[src/rtl/disk_seek_scheduler_defines.svh]
// ----------------------------------------------------------------------------
// disk seek scheduler assertion macros
// assertion shorthands for the scheduler rtl
// ----------------------------------------------------------------------------
`ifndef DISK_SEEK_SCHEDULER_DEFINES_SVH
`define DISK_SEEK_SCHEDULER_DEFINES_SVH
`ifndef SYNTHESIS
`define DSS_ASSERT_IMPL(label, clk, rst_n, ante, cons) \
    label: assert property (@(posedge clk) disable iff (!rst_n) (ante) |-> (cons)) \
        else $error("dss assertion failed");
`define DSS_ASSERT_NEXT(label, clk, rst_n, ante, cons) \
    label: assert property (@(posedge clk) disable iff (!rst_n) (ante) |=> (cons)) \
        else $error("dss assertion failed");
`else
`define DSS_ASSERT_IMPL(label, clk, rst_n, ante, cons)
`define DSS_ASSERT_NEXT(label, clk, rst_n, ante, cons)
`endif
`endif

[src/rtl/dss_pkg.sv]
// ----------------------------------------------------------------------------
// dss_pkg
// types and codes of the disk seek scheduler
// ----------------------------------------------------------------------------
`default_nettype none
package dss_pkg;
    localparam int CFG_IDX_W  = 2;
    localparam int CFG_DATA_W = 16;
    localparam int FIELD_CYL_W  = 16;
    localparam int FIELD_SEEK_W = 22;
    localparam int SEEK_W       = 23;

    localparam logic [CFG_IDX_W-1:0] REG_MODE = 2'd0;
    localparam logic [CFG_IDX_W-1:0] REG_HEAD = 2'd1;

    typedef enum logic [1:0] {
        MODE_FCFS  = 2'd0,
        MODE_SSTF  = 2'd1,
        MODE_LOOK  = 2'd2,
        MODE_CLOOK = 2'd3
    } t_mode;

    typedef enum logic [1:0] {
        S_IDLE,
        S_SCAN,
        S_DONE
    } t_state;
endpackage
`default_nettype wire

[src/rtl/dss_if.sv]
// ----------------------------------------------------------------------------
// dss channel interfaces
// request, result and configuration channels with valid/ready
// ----------------------------------------------------------------------------
`default_nettype none
interface dss_req_if;
    import dss_pkg::*;
    logic                   valid;
    logic                   ready;
    logic [FIELD_CYL_W-1:0] cylinder;
    logic                   last_request;
    modport source (output valid, cylinder, last_request, input ready);
    modport sink   (input valid, cylinder, last_request, output ready);
endinterface

interface dss_res_if;
    import dss_pkg::*;
    logic                    valid;
    logic                    ready;
    logic [FIELD_CYL_W-1:0]  served_cylinder;
    logic [FIELD_SEEK_W-1:0] total_seek;
    logic                    dropped_flag;
    logic                    last_result;
    modport source (output valid, served_cylinder, total_seek, dropped_flag, last_result,
                    input ready);
    modport sink   (input valid, served_cylinder, total_seek, dropped_flag, last_result,
                    output ready);
endinterface

interface dss_cfg_if;
    import dss_pkg::*;
    logic                  valid;
    logic                  ready;
    logic [CFG_IDX_W-1:0]  index;
    logic [CFG_DATA_W-1:0] data;
    modport source (output valid, index, data, input ready);
    modport sink   (input valid, index, data, output ready);
endinterface
`default_nettype wire

[src/rtl/dss_ram.sv]
// ----------------------------------------------------------------------------
// dss_ram
// simple dual port ram, one write port, one registered read port
// ----------------------------------------------------------------------------
`default_nettype none
module dss_ram #(
    parameter int WIDTH = 16,
    parameter int DEPTH = 64
) (
    input  wire logic                     i_clk,
    input  wire logic                     i_we,
    input  wire logic [$clog2(DEPTH)-1:0] i_waddr,
    input  wire logic [WIDTH-1:0]         i_wdata,
    input  wire logic [$clog2(DEPTH)-1:0] i_raddr,
    output logic      [WIDTH-1:0]         o_rdata
);
    logic [WIDTH-1:0] r_mem [DEPTH];

    always_ff @(posedge i_clk) begin
        if (i_we) begin
            r_mem[i_waddr] <= i_wdata;
        end
        o_rdata <= r_mem[i_raddr];
    end
endmodule
`default_nettype wire

[src/rtl/disk_seek_scheduler.sv]
// after the final request of a batch, each result comes from one scan pass over
// the stored requests through the single read port of the request ram, each entry
// compared as its read returns, then a selection state that waits for the output
// non-final requests are only stored; the ram is not cleared, a fill count tracks it
// synchronous active-low reset clears count, served marks, head, mode and output valid
// ----------------------------------------------------------------------------
// disk_seek_scheduler
// fcfs / sstf / look / c-look seek ordering over a batch of cylinder requests
// ----------------------------------------------------------------------------
`default_nettype none
`include "disk_seek_scheduler_defines.svh"
module disk_seek_scheduler
    import dss_pkg::*;
#(
    parameter int MAX_REQUESTS = 64,
    parameter int CYL_BITS     = 16
) (
    input wire logic i_clk,
    input wire logic i_rst_n,
    dss_req_if.sink   i_req,
    dss_res_if.source o_res,
    dss_cfg_if.sink   i_cfg
);
    localparam int IDX_W = $clog2(MAX_REQUESTS);
    localparam int CNT_W = $clog2(MAX_REQUESTS + 1);
    localparam logic [CNT_W-1:0] CNT_MAX = CNT_W'(MAX_REQUESTS);

    t_state r_state, n_state;
    t_mode  r_mode;
    logic [FIELD_CYL_W-1:0] r_start;
    logic [CNT_W-1:0]       r_count, r_k;
    logic [MAX_REQUESTS-1:0] r_served;
    logic                   r_ovf;
    logic [CYL_BITS-1:0]    r_head;
    logic [SEEK_W-1:0]      r_seek;

    logic [IDX_W-1:0] r_iss_idx, r_cmp_idx;
    logic             r_iss_done, r_cmp_v;
    logic             r_best_v, r_alt_v;
    logic [IDX_W-1:0] r_best_idx, r_alt_idx;
    logic [CYL_BITS-1:0] r_best_val, r_alt_val, r_best_d;

    logic [CYL_BITS-1:0] rd_data, sh_ext, cyl_ext, cmp_d, sel_val, sel_d;
    logic [IDX_W-1:0]    sel_idx;
    logic                accept, out_free, is_last_cmp, is_last_k;
    logic [31:0]         out_ext, d_ext;

    assign sh_ext  = CYL_BITS'(32'(r_start));
    assign cyl_ext = CYL_BITS'(32'(i_req.cylinder));
    assign accept  = i_req.valid && i_req.ready;
    assign out_free = !o_res.valid || o_res.ready;
    assign i_req.ready = (r_state == S_IDLE);
    assign i_cfg.ready = 1'b1;
    assign is_last_cmp = (CNT_W'(r_cmp_idx) == r_count - CNT_W'(1));
    assign is_last_k   = (r_k + CNT_W'(1) == r_count);

    dss_ram #(.WIDTH(CYL_BITS), .DEPTH(MAX_REQUESTS)) u_store (
        .i_clk  (i_clk),
        .i_we   (accept && (r_count < CNT_MAX)),
        .i_waddr(r_count[IDX_W-1:0]),
        .i_wdata(cyl_ext),
        .i_raddr(r_iss_idx),
        .o_rdata(rd_data)
    );

    assign cmp_d = (r_head > rd_data) ? r_head - rd_data : rd_data - r_head;

    // up phase winner if any, else the down-sweep (look) or wrap-around (c-look) candidate
    always_comb begin
        sel_idx = r_best_v ? r_best_idx : r_alt_idx;
        sel_val = r_best_v ? r_best_val : r_alt_val;
        sel_d   = (r_head > sel_val) ? r_head - sel_val : sel_val - r_head;
        d_ext   = 32'(sel_d);
        out_ext = 32'(sel_val);
    end

    always_comb begin
        n_state = r_state;
        case (r_state)
            S_IDLE: if (accept && i_req.last_request) n_state = S_SCAN;
            S_SCAN: if (r_cmp_v && is_last_cmp) n_state = S_DONE;
            S_DONE: begin
                if (out_free) n_state = is_last_k ? S_IDLE : S_SCAN;
            end
            default: n_state = S_IDLE;
        endcase
    end

    always_ff @(posedge i_clk) begin
        if (!i_rst_n) begin
            r_state  <= S_IDLE;
            r_mode   <= MODE_FCFS;
            r_start  <= '0;
            r_count  <= '0;
            r_k      <= '0;
            r_served <= '0;
            r_ovf    <= 1'b0;
            r_head   <= '0;
            r_seek   <= '0;
            r_iss_done <= 1'b0;
            r_cmp_v  <= 1'b0;
            r_best_v <= 1'b0;
            r_alt_v  <= 1'b0;
            o_res.valid <= 1'b0;
        end else begin
            r_state <= n_state;
            if (i_cfg.valid) begin
                if (i_cfg.index == REG_MODE) r_mode <= t_mode'(i_cfg.data[1:0]);
                else if (i_cfg.index == REG_HEAD) r_start <= i_cfg.data;
            end
            if (o_res.valid && o_res.ready) o_res.valid <= 1'b0;

            case (r_state)
                S_IDLE: begin
                    if (accept) begin
                        if (r_count < CNT_MAX) r_count <= r_count + CNT_W'(1);
                        else r_ovf <= 1'b1;
                        if (i_req.last_request) begin
                            r_k        <= '0;
                            r_head     <= sh_ext;
                            r_seek     <= '0;
                            r_iss_idx  <= '0;
                            r_iss_done <= 1'b0;
                            r_cmp_v    <= 1'b0;
                            r_best_v   <= 1'b0;
                            r_alt_v    <= 1'b0;
                        end
                    end
                end
                S_SCAN: begin
                    // issue one read a cycle, compare the returned entry next cycle
                    r_cmp_v   <= !r_iss_done;
                    r_cmp_idx <= r_iss_idx;
                    if (!r_iss_done) begin
                        if (CNT_W'(r_iss_idx) == r_count - CNT_W'(1)) r_iss_done <= 1'b1;
                        else r_iss_idx <= r_iss_idx + IDX_W'(1);
                    end
                    if (r_cmp_v && !r_served[r_cmp_idx]) begin
                        case (r_mode)
                            MODE_FCFS: begin
                                if (CNT_W'(r_cmp_idx) == r_k) begin
                                    r_best_v <= 1'b1; r_best_idx <= r_cmp_idx;
                                    r_best_val <= rd_data;
                                end
                            end
                            MODE_SSTF: begin
                                if (!r_best_v || cmp_d < r_best_d) begin
                                    r_best_v <= 1'b1; r_best_idx <= r_cmp_idx;
                                    r_best_val <= rd_data; r_best_d <= cmp_d;
                                end
                            end
                            default: begin
                                if (rd_data >= sh_ext &&
                                    (!r_best_v || rd_data < r_best_val)) begin
                                    r_best_v <= 1'b1; r_best_idx <= r_cmp_idx;
                                    r_best_val <= rd_data;
                                end
                                if (!r_alt_v ||
                                    (r_mode == MODE_LOOK  && rd_data > r_alt_val) ||
                                    (r_mode == MODE_CLOOK && rd_data < r_alt_val)) begin
                                    r_alt_v <= 1'b1; r_alt_idx <= r_cmp_idx;
                                    r_alt_val <= rd_data;
                                end
                            end
                        endcase
                    end
                end
                S_DONE: begin
                    if (out_free) begin
                        o_res.valid           <= 1'b1;
                        o_res.served_cylinder <= out_ext[FIELD_CYL_W-1:0];
                        o_res.total_seek      <= FIELD_SEEK_W'(r_seek + d_ext[SEEK_W-1:0]);
                        o_res.dropped_flag    <= r_ovf;
                        o_res.last_result     <= is_last_k;
                        r_seek     <= r_seek + d_ext[SEEK_W-1:0];
                        r_head     <= sel_val;
                        r_served[sel_idx] <= 1'b1;
                        r_k        <= r_k + CNT_W'(1);
                        r_iss_idx  <= '0;
                        r_iss_done <= 1'b0;
                        r_cmp_v    <= 1'b0;
                        r_best_v   <= 1'b0;
                        r_alt_v    <= 1'b0;
                        if (is_last_k) begin
                            r_count  <= '0;
                            r_served <= '0;
                            r_ovf    <= 1'b0;
                        end
                    end
                end
                default: ;
            endcase
        end
    end

    `DSS_ASSERT_IMPL(a_count_bound, i_clk, i_rst_n, 1'b1, r_count <= CNT_MAX)
    `DSS_ASSERT_IMPL(a_done_has_pick, i_clk, i_rst_n, r_state == S_DONE, r_best_v || r_alt_v)
    `DSS_ASSERT_IMPL(a_scan_k_range, i_clk, i_rst_n, r_state == S_SCAN, r_k < r_count)
endmodule
`default_nettype wire

[src/flat_wrapper.sv]
// flat-port wrapper written by rule: the top's interface ports become plain ports
module disk_seek_scheduler_flat import dss_pkg::*;
#(
    parameter int MAX_REQUESTS = 64,
    parameter int CYL_BITS     = 16
)
  (i_clk, i_rst_n, i_req_valid, i_req_cylinder, i_req_last_request, i_req_ready, o_res_valid, o_res_served_cylinder, o_res_total_seek, o_res_dropped_flag, o_res_last_result, o_res_ready, i_cfg_valid, i_cfg_index, i_cfg_data, i_cfg_ready);
  dss_req_if i_req_i ();
  dss_res_if o_res_i ();
  dss_cfg_if i_cfg_i ();
  input wire logic i_clk;
  input wire logic i_rst_n;
  input wire logic [$bits(i_req_i.valid)-1:0] i_req_valid;
  input wire logic [$bits(i_req_i.cylinder)-1:0] i_req_cylinder;
  input wire logic [$bits(i_req_i.last_request)-1:0] i_req_last_request;
  output wire logic [$bits(i_req_i.ready)-1:0] i_req_ready;
  output wire logic [$bits(o_res_i.valid)-1:0] o_res_valid;
  output wire logic [$bits(o_res_i.served_cylinder)-1:0] o_res_served_cylinder;
  output wire logic [$bits(o_res_i.total_seek)-1:0] o_res_total_seek;
  output wire logic [$bits(o_res_i.dropped_flag)-1:0] o_res_dropped_flag;
  output wire logic [$bits(o_res_i.last_result)-1:0] o_res_last_result;
  input wire logic [$bits(o_res_i.ready)-1:0] o_res_ready;
  input wire logic [$bits(i_cfg_i.valid)-1:0] i_cfg_valid;
  input wire logic [$bits(i_cfg_i.index)-1:0] i_cfg_index;
  input wire logic [$bits(i_cfg_i.data)-1:0] i_cfg_data;
  output wire logic [$bits(i_cfg_i.ready)-1:0] i_cfg_ready;
  assign i_req_i.valid = i_req_valid;
  assign i_req_i.cylinder = i_req_cylinder;
  assign i_req_i.last_request = i_req_last_request;
  assign i_req_ready = i_req_i.ready;
  assign o_res_valid = o_res_i.valid;
  assign o_res_served_cylinder = o_res_i.served_cylinder;
  assign o_res_total_seek = o_res_i.total_seek;
  assign o_res_dropped_flag = o_res_i.dropped_flag;
  assign o_res_last_result = o_res_i.last_result;
  assign o_res_i.ready = o_res_ready;
  assign i_cfg_i.valid = i_cfg_valid;
  assign i_cfg_i.index = i_cfg_index;
  assign i_cfg_i.data = i_cfg_data;
  assign i_cfg_ready = i_cfg_i.ready;
  disk_seek_scheduler #(.MAX_REQUESTS(MAX_REQUESTS), .CYL_BITS(CYL_BITS)) u_core (.i_clk(i_clk), .i_rst_n(i_rst_n), .i_req(i_req_i), .o_res(o_res_i), .i_cfg(i_cfg_i));
endmodule
[config.mk]
export PLATFORM = sky130hd
export DESIGN_NAME = disk_seek_scheduler_flat
export DESIGN_NICKNAME = d
export VERILOG_FILES = /design/src/rtl/dss_pkg.sv /design/src/rtl/dss_if.sv /design/src/rtl/dss_ram.sv /design/src/rtl/disk_seek_scheduler.sv /design/src/flat_wrapper.sv
export VERILOG_INCLUDE_DIRS = /design/src /design/src/rtl
export SDC_FILE = /design/constraint.sdc
export NUM_CORES = 2
export LEC_CHECK = 0
export ABC_AREA = 0
export BUFFER_PORTS_ARGS = -buffer_cell sky130_fd_sc_hd__buf_4
export CORE_MARGIN = 5
export CORE_UTILIZATION = 60
export CTS_CLUSTER_SIZE = 25
export DETAILED_ROUTE_END_ITERATION = 10
export PLACE_DENSITY = 0.76
export SETUP_SLACK_MARGIN = 0.4
export SKIP_LAST_GASP = 1
export SLEW_MARGIN = 25
export SYNTH_ARGS = -nofsm -noshare
export SYNTH_HDL_FRONTEND = slang
export SYNTH_HIERARCHICAL = 1
export SYNTH_SLANG_ARGS = --single-unit
[constraint.sdc]
create_clock -name i_clk -period 8.78 [get_ports i_clk]
set_clock_uncertainty 0.2 [all_clocks]
set_input_delay 0.878 -clock i_clk [delete_from_list [all_inputs] [get_ports i_clk]]
set_output_delay 0.878 -clock i_clk [all_outputs]
set_load 0.02 [all_outputs]
Word-level counts from Yosys, hierarchy flattened. Memory sizes are Yosys's and may differ from the RTL's. A register that Yosys moved wholly into a read port is not among the register bits. Cells that the tools add are included. Widths: inputs -> output; s select.

Logic and storage cells: 192. Memories: 1. Memory bits (writable): 1024. Output and inout bits: 43. Register bits: 255.

Memory list: u_core.u_store.r_mem (depth 64, width 16, rd ports 1, clocked after memory_dff 1, write ports 1, RTL line dss_ram.sv:17) `logic [WIDTH-1:0] r_mem [DEPTH];`.

Bitwise gates (word level): 3. Eq/ne operators: 28. Reduce and logical (&&, ||, !) cells: 43. Add/sub/neg operators: 9. $lt $le $gt $ge: 11. Multiplexer cells: 72.

Operator list (number): $mux 16 (9); $mux 23 (3); $mux 64 (1); $or 64x64->64 (1); $pmux 16 s2 (2); $sub 16x16->16 (4); $mux 6 (9); $mux 7 (7); $gt 16x16->1 (3); $lt 16x16->1 (3); $pmux 23 s2 (1); $pmux 7 s2 (2); $mux 1 (24); $add 23x16->23 (1); $eq 6x7->1 (3); $reduce_and 5->1 (4); $pmux 6 s3 (1); $ge 16x16->1 (1); $ne 2x2->1 const B (8); $add 7x1->7 const B (2); $lt 6x7->1 const B (2); $ne 2x1->1 const B (7); $reduce_and 7->1 (2); $pmux 1 s3 (4); other kinds (28) (62).

Depth between registers and ports, before layout.
Depth after elaboration: 8. Gate-level depth with buffers: 26. Gate-level depth less buffers: 23.

Modules after synthesis. The synthesis kept the hierarchy.

By module, submodules not included: dss_ram (instances 1, cells each 1820, area an instance 39978.3 um^2, seq. area each 31069.8 um^2); disk_seek_scheduler (instances 1, cells each 1607, area an instance 15242.1 um^2, seq. area each 6206.0 um^2).

Worst setup path before layout. No wires, ideal clock.

Kind: flip-flop to flip-flop. From: register u_core.r_best_v. To: register u_core.o_res.total_seek[18] (data pin). Period minus slack after synthesis: 6339 ps. Stages on the path, launching flop included: 27. Setup time: 263 ps. Buffers on the path: 5. Data arrival time: 5876 ps. Slack: 2441 ps. Cell sequence: dfxtp_1 clkbuf_1 clkbuf_1 mux2i_1 inv_1 ha_1 clkbuf_1 nand4_1 nor4_1 nand2_1 o211ai_1 nand2_1 a41oi_1 buf_2 buf_2 mux2i_1 xnor2_1 ha_1 nor2b_1 o21a_1 a31o_2 o41ai_1 a211oi_1 nand4_1 o2bb2ai_1 nor2_1 xor2_1.

Longest elaborated chain between the ends: 4. Elaborated cells on any way between the ends: 6. Classes of those cells: 3 x add/sub; 1 x order compare; 2 x mux.

Ends and longest elaborated chain: from (decl) (RTL line disk_seek_scheduler.sv:39) `logic r_best_v, r_alt_v;`; from (signal assigned) (RTL line disk_seek_scheduler.sv:102) `r_best_v <= 1'b0;`; from (signal assigned) (RTL line disk_seek_scheduler.sv:125) `r_best_v <= 1'b0;`; from (signal assigned) (RTL line disk_seek_scheduler.sv:142) `r_best_v <= 1'b1; r_best_idx <= r_cmp_idx;`; $mux 16 (*) (RTL line disk_seek_scheduler.sv:71) `sel_val = r_best_v ? r_best_val : r_alt_val;`; net u_core.sel_val[5] (RTL line disk_seek_scheduler.sv:43) `logic [CYL_BITS-1:0] rd_data, sh_ext, cyl_ext, cmp_d, sel_val, sel_d;`; $sub 16x16->16 / $gt 16x16->1 (equally long branches) (RTL line disk_seek_scheduler.sv:72) `sel_d = (r_head > sel_val) ? r_head - sel_val : sel_val - r_head;`; $mux 16 (*) (RTL line disk_seek_scheduler.sv:72); $add 23x16->23 (*) (RTL line disk_seek_scheduler.sv:172) `o_res.total_seek <= FIELD_SEEK_W'(r_seek + d_ext[SEEK_W-1:0]);`; to (signal assigned) (RTL line disk_seek_scheduler.sv:172); to (decl) (RTL line dss_if.sv:24) `modport source (output valid, served_cylinder, total_seek, dropped_flag, last_result,`.

The timed path passes the listed nets; every way through them passes the cells marked *. A chain may end at the register's enable or synchronous reset.

Worst setup path in the final report.
From: register u_core.r_best_v. To: register u_core.o_res.total_seek[19] (data pin).

The elaborated chain is that of the path after synthesis.

==> results.txt <==
- Result of the run: finished, final reports clean
- Yosys warning count: 6
- Entering global routing, the biggest net connects 105 pins.
- Post-Synthesis Cell Area: 55200 um^2
- Routed Antenna Nets: 0
* Post-CTS Resized: 0
* Synth Area in XOR/XNOR: 1.40%
- In this run, synthesis inferred 1136 flip-flops with an integrated enable.
- The die covers 98200 um^2.
- The clock drives 1294 sinks.
- Detailed-route wire length per cell: 27.8 um
- Number of levels the H-tree was split into: 4
- Area share of the largest cell type after synthesis: 61.8%
* Total via count in the routed design: 31800
- Final hold analysis gives a worst-case slack of 223 ps.
- Summed over all layers, the global routing overflow is 0.
* Routed length on met2: 66500 um
- Int Power: 0.0103 W
* Maximum clock frequency: 0.146 GHz
- Clock network latency to the later pin of the worst-skew pair: 740 ps
- The final-report hold violation count is 0.
- For this design the top-level I/O count stands at 83.
- Total power divided by cell area: 219 nW/um^2
- The cell sitting at the root of the clock tree is a sky130_fd_sc_hd__clkbuf_16.
- Summed over all cells, the static leakage comes to 20.8 nW.
- Number of antenna violations at the first check in global routing: 2
- CP Data Arrival Time: 7110 ps
- After routing the design area is 61300 um^2.
- Total net switching power: 0.00307 W
- Vias in the first global route: 31700
- Worst-case clock buffer depth: 3
* Number of vias per cell: 6.57
- Setup slack on the worst flop-to-flop path: 1940 ps
- Total routed wire length on the met1 layer: 51500 um
- Of all cell types, the one taking the most synthesized area is sky130_fd_sc_hd__edfxtp_1.
- At the worst endpoint, the required time is 9060 ps.
* Largest fanout on the critical path: 38
- The area growth from synthesis to layout is 11.1%.
- The synthesized netlist devotes 6.78% of its cell area to compound gates.
- For this block, the routed nets add up to 135000 um of wire.
- Number of nets in the layout: 3730
* Combinational cell fraction of total power: 8.2%
* Seq/Total Area, Yosys: 67.5%
- Post-CTS clock slew at the launch and capture registers of the worst setup and hold paths: 60 ps
- Routability Congestion: 0.917
* Clock network power share: 41.1%
* Final cell count without fillers: 4833
- Most frequent cell after synthesis: sky130_fd_sc_hd__edfxtp_1
- The floorplan step defined a core boundary enclosing 91500 um^2.
- Share of power burned in registers: 50.7%
- In this run, the number of DRC markers left after iteration 0 of detailed routing was 3792.
- Nets in the synthesized netlist: 3616
- Die height: 313 um
- Worst-case setup slack after placement: 2030 ps
* Starting density of the core: 60.3%
- Yosys mapped the design onto 80 distinct sky130hd cell types.
* Normalized max-slew margin: 26.4%
- Yosys reg bits: 1294
- At the pin with the least slew margin, the transition time is 1100 ps.
- Post-CTS Setup Bufs: 0
- DP Area: 57000 um^2
* Setup Crit Path Kind: flip-flop to flip-flop
- Number of buffers inserted during clock tree synthesis: 132
- Number of placed instances, taps included: 4592
* Fraction of power spent switching nets: 22.9%
- The post-route netlist has 17.5% of its cells at a drive strength greater than 1.
* CP startpoint kind: flip-flop
* Final Max Tran Viols: 0
- Floorplan die width: 313 um
- Number of max-capacitance violations reported: 0
- STA classifies the critical path endpoint as a flip-flop.
* Final min period: 6840 ps
- DRC Markers: 0
- Hold-fix buffers at CTS: 0
- After floorplanning, the core was divided into 111 placement rows.
* Share of the cycle needed by the critical path after routing: 77.9%
* Synth Area per Inst: 16.1 um^2
- The commonest cells after synthesis are sky130_fd_sc_hd__edfxtp_1, sky130_fd_sc_hd__nor2_1, sky130_fd_sc_hd__mux4_2, sky130_fd_sc_hd__dfxtp_1, sky130_fd_sc_hd__nand2_1.
* Setup repair after global routing missed its margin: false
- After routing, the total negative slack on setup checks comes to 0 ps.
- CTS tree: built
* Most frequently used flop master after synthesis: sky130_fd_sc_hd__edfxtp_1
* Uppermost metal layer occupied by signal nets: met5
- Type of the tightest min-delay check: input pin to flip-flop
* Dominant cells by area after synthesis: sky130_fd_sc_hd__edfxtp_1, sky130_fd_sc_hd__mux4_2, sky130_fd_sc_hd__dfxtp_1
- Post-layout worst setup margin: 1940 ps
* Mux cell area share after synthesis: 12.6%
* Adder-Cell Fraction of Synth Area: 3.44%
- The pre-antenna-repair detailed-routing pass consisted of 5 iterations.
- Summed over all nets, the half-perimeter wirelength after detailed placement is 82900 um.
* Total global-route track usage: 27.3%
* Post-synthesis simple-gate area fraction: 5.47%
* Instance count of the mapped netlist: 3427
- The first global-routing pass estimated 201000 um of wire.
- VDD sags by at most 0.225 mV.
- Met3 Routed Length: 10400 um
- Count of final setup violators: 0
- Main combinational cell family by area after synthesis: multiplexers
* Port bufs: 81
- Of all flip-flops after synthesis, the portion carrying an async set or reset was 0%.
==> per-stage QoR <==
| step | power (W) | utilization [%] |
|---|---|---|
| 2_1_floorplan | 0.00762 | - |
| 3_3_place_gp | 0.00798 | 62.3 |
| 3_5_place_dp | 0.00801 | 62.3 |
| 4_1_cts | 0.0135 | 67.0 |
| 5_1_grt | 0.0139 | 67.0 |
| 6_report | 0.0134 | 67.0 |
==> cell type report <==
cell class,count,area (um^2)
flip-flops and latches,1294,37300
repair buffers,157,1240
fillers,5838,30200
well taps,1186,1480
diodes,1,2.50
clock buffers,166,3550
inverters,145,544
multi-input cells,1811,16500
clock inverters,73,751
==> state kept, by name (all words and copies together), names as in the netlist, 16 cells and up <==
register,cells
u_core/u_store/r_mem,1024
u_core/r_served,64
u_core/o_res.total_seek,22
u_core/r_seek,22
u_core/o_res.served_cylinder,16
u_core/r_alt_val,16
u_core/r_best_d,16
u_core/r_best_val,16
u_core/r_head,16
u_core/r_start,16
u_core/u_store/o_rdata,16
==> layer usage <==
| metal | vias up | global-route usage (%) |
|---|---|---|
| li1 | 13600 | - |
| met1 | 16100 | 36.4 |
| met4 | 2 | 11.7 |
| met5 | - | 0 |
| met2 | 1698 | 45.5 |
| met3 | 297 | 4.36 |
==> power groups by stage <==
| stage | clock network (W) | registers (W) | logic, W |
|---|---|---|---|
| 6_report | 0.00552 | 0.00680 | 0.00110 |
| 5_1_grt | 0.00589 | 0.00680 | 0.00118 |
| 4_1_cts | 0.00560 | 0.00680 | 0.00109 |
| 3_5_place_dp | 0 | 0.00693 | 0.00108 |
| 3_3_place_gp | 0 | 0.00693 | 0.00105 |
| 2_1_floorplan | 0 | 0.00690 | 0.000721 |
==> worst max-delay path, cell delays in order (launching register included) <==
cell	delay [ps]
sky130_fd_sc_hd__dfxtp_2	970
sky130_fd_sc_hd__mux2i_1	360
sky130_fd_sc_hd__inv_1	100
sky130_fd_sc_hd__ha_1	540
sky130_fd_sc_hd__nand4_1	230
sky130_fd_sc_hd__nor4_1	290
sky130_fd_sc_hd__nand2_1	160
sky130_fd_sc_hd__o211ai_1	130
sky130_fd_sc_hd__nand2_1	80
sky130_fd_sc_hd__a41oi_2	150
sky130_fd_sc_hd__buf_4	310
sky130_fd_sc_hd__mux2_2	400
sky130_fd_sc_hd__ha_1	270
sky130_fd_sc_hd__a21o_1	190
sky130_fd_sc_hd__a2111oi_0	650
sky130_fd_sc_hd__nor4b_1	180
sky130_fd_sc_hd__o31a_1	380
sky130_fd_sc_hd__o211a_1	250
sky130_fd_sc_hd__o21a_1	220
sky130_fd_sc_hd__nor2_1	240
sky130_fd_sc_hd__nor2_1	80
sky130_fd_sc_hd__xor2_1	160
==> cell families after synthesis <==
| logic type | after synthesis |
|---|---|
| xor+xnor | 88 |
| simple gates | 642 |
| compound gates | 548 |
| buf+inv | 322 |
| flops | 1294 |
| mux | 383 |
| other cells | 1 |
| fa+ha+maj | 149 |
==> worst paths after layout <==
kind	start	to	cells after the start
max	u_core/r_best_v	u_core/o_res.total_seek[19]	21
min	i_cfg_data[7]	u_core/r_start[7]	3
max reg2reg	u_core/r_best_v	u_core/o_res.total_seek[19]	21
min reg2reg	u_core/r_ovf	u_core/o_res.dropped_flag	0
==> cell usage in the layout, fill, tap and decap left out, types with 27 or more instances in the layout <==
cell type | Yosys | final
sky130_fd_sc_hd__inv_1 | 145 | 144
sky130_fd_sc_hd__a21oi_1 | 150 | 149
sky130_fd_sc_hd__nand2_1 | 155 | 154
sky130_fd_sc_hd__mux4_2 | 226 | 226
sky130_fd_sc_hd__o21ai_0 | 49 | 49
sky130_fd_sc_hd__mux2i_1 | 123 | 123
sky130_fd_sc_hd__nand3_1 | 55 | 55
sky130_fd_sc_hd__edfxtp_1 | 1136 | 1136
sky130_fd_sc_hd__buf_4 | 19 | 152
sky130_fd_sc_hd__a21boi_0 | 36 | 36
sky130_fd_sc_hd__a22oi_1 | 62 | 62
sky130_fd_sc_hd__ha_1 | 144 | 144
sky130_fd_sc_hd__nor2_1 | 239 | 221
sky130_fd_sc_hd__xor2_1 | 39 | 39
sky130_fd_sc_hd__nor2b_1 | 56 | 54
sky130_fd_sc_hd__clkbuf_1 | 101 | 27
sky130_fd_sc_hd__a21o_1 | 39 | 39
sky130_fd_sc_hd__o211ai_1 | 28 | 28
sky130_fd_sc_hd__dfxtp_1 | 158 | 157
sky130_fd_sc_hd__xnor2_1 | 49 | 49
sky130_fd_sc_hd__clkbuf_16 | 0 | 136
sky130_fd_sc_hd__a221oi_1 | 27 | 27
Power figures use the tool's default switching activity.
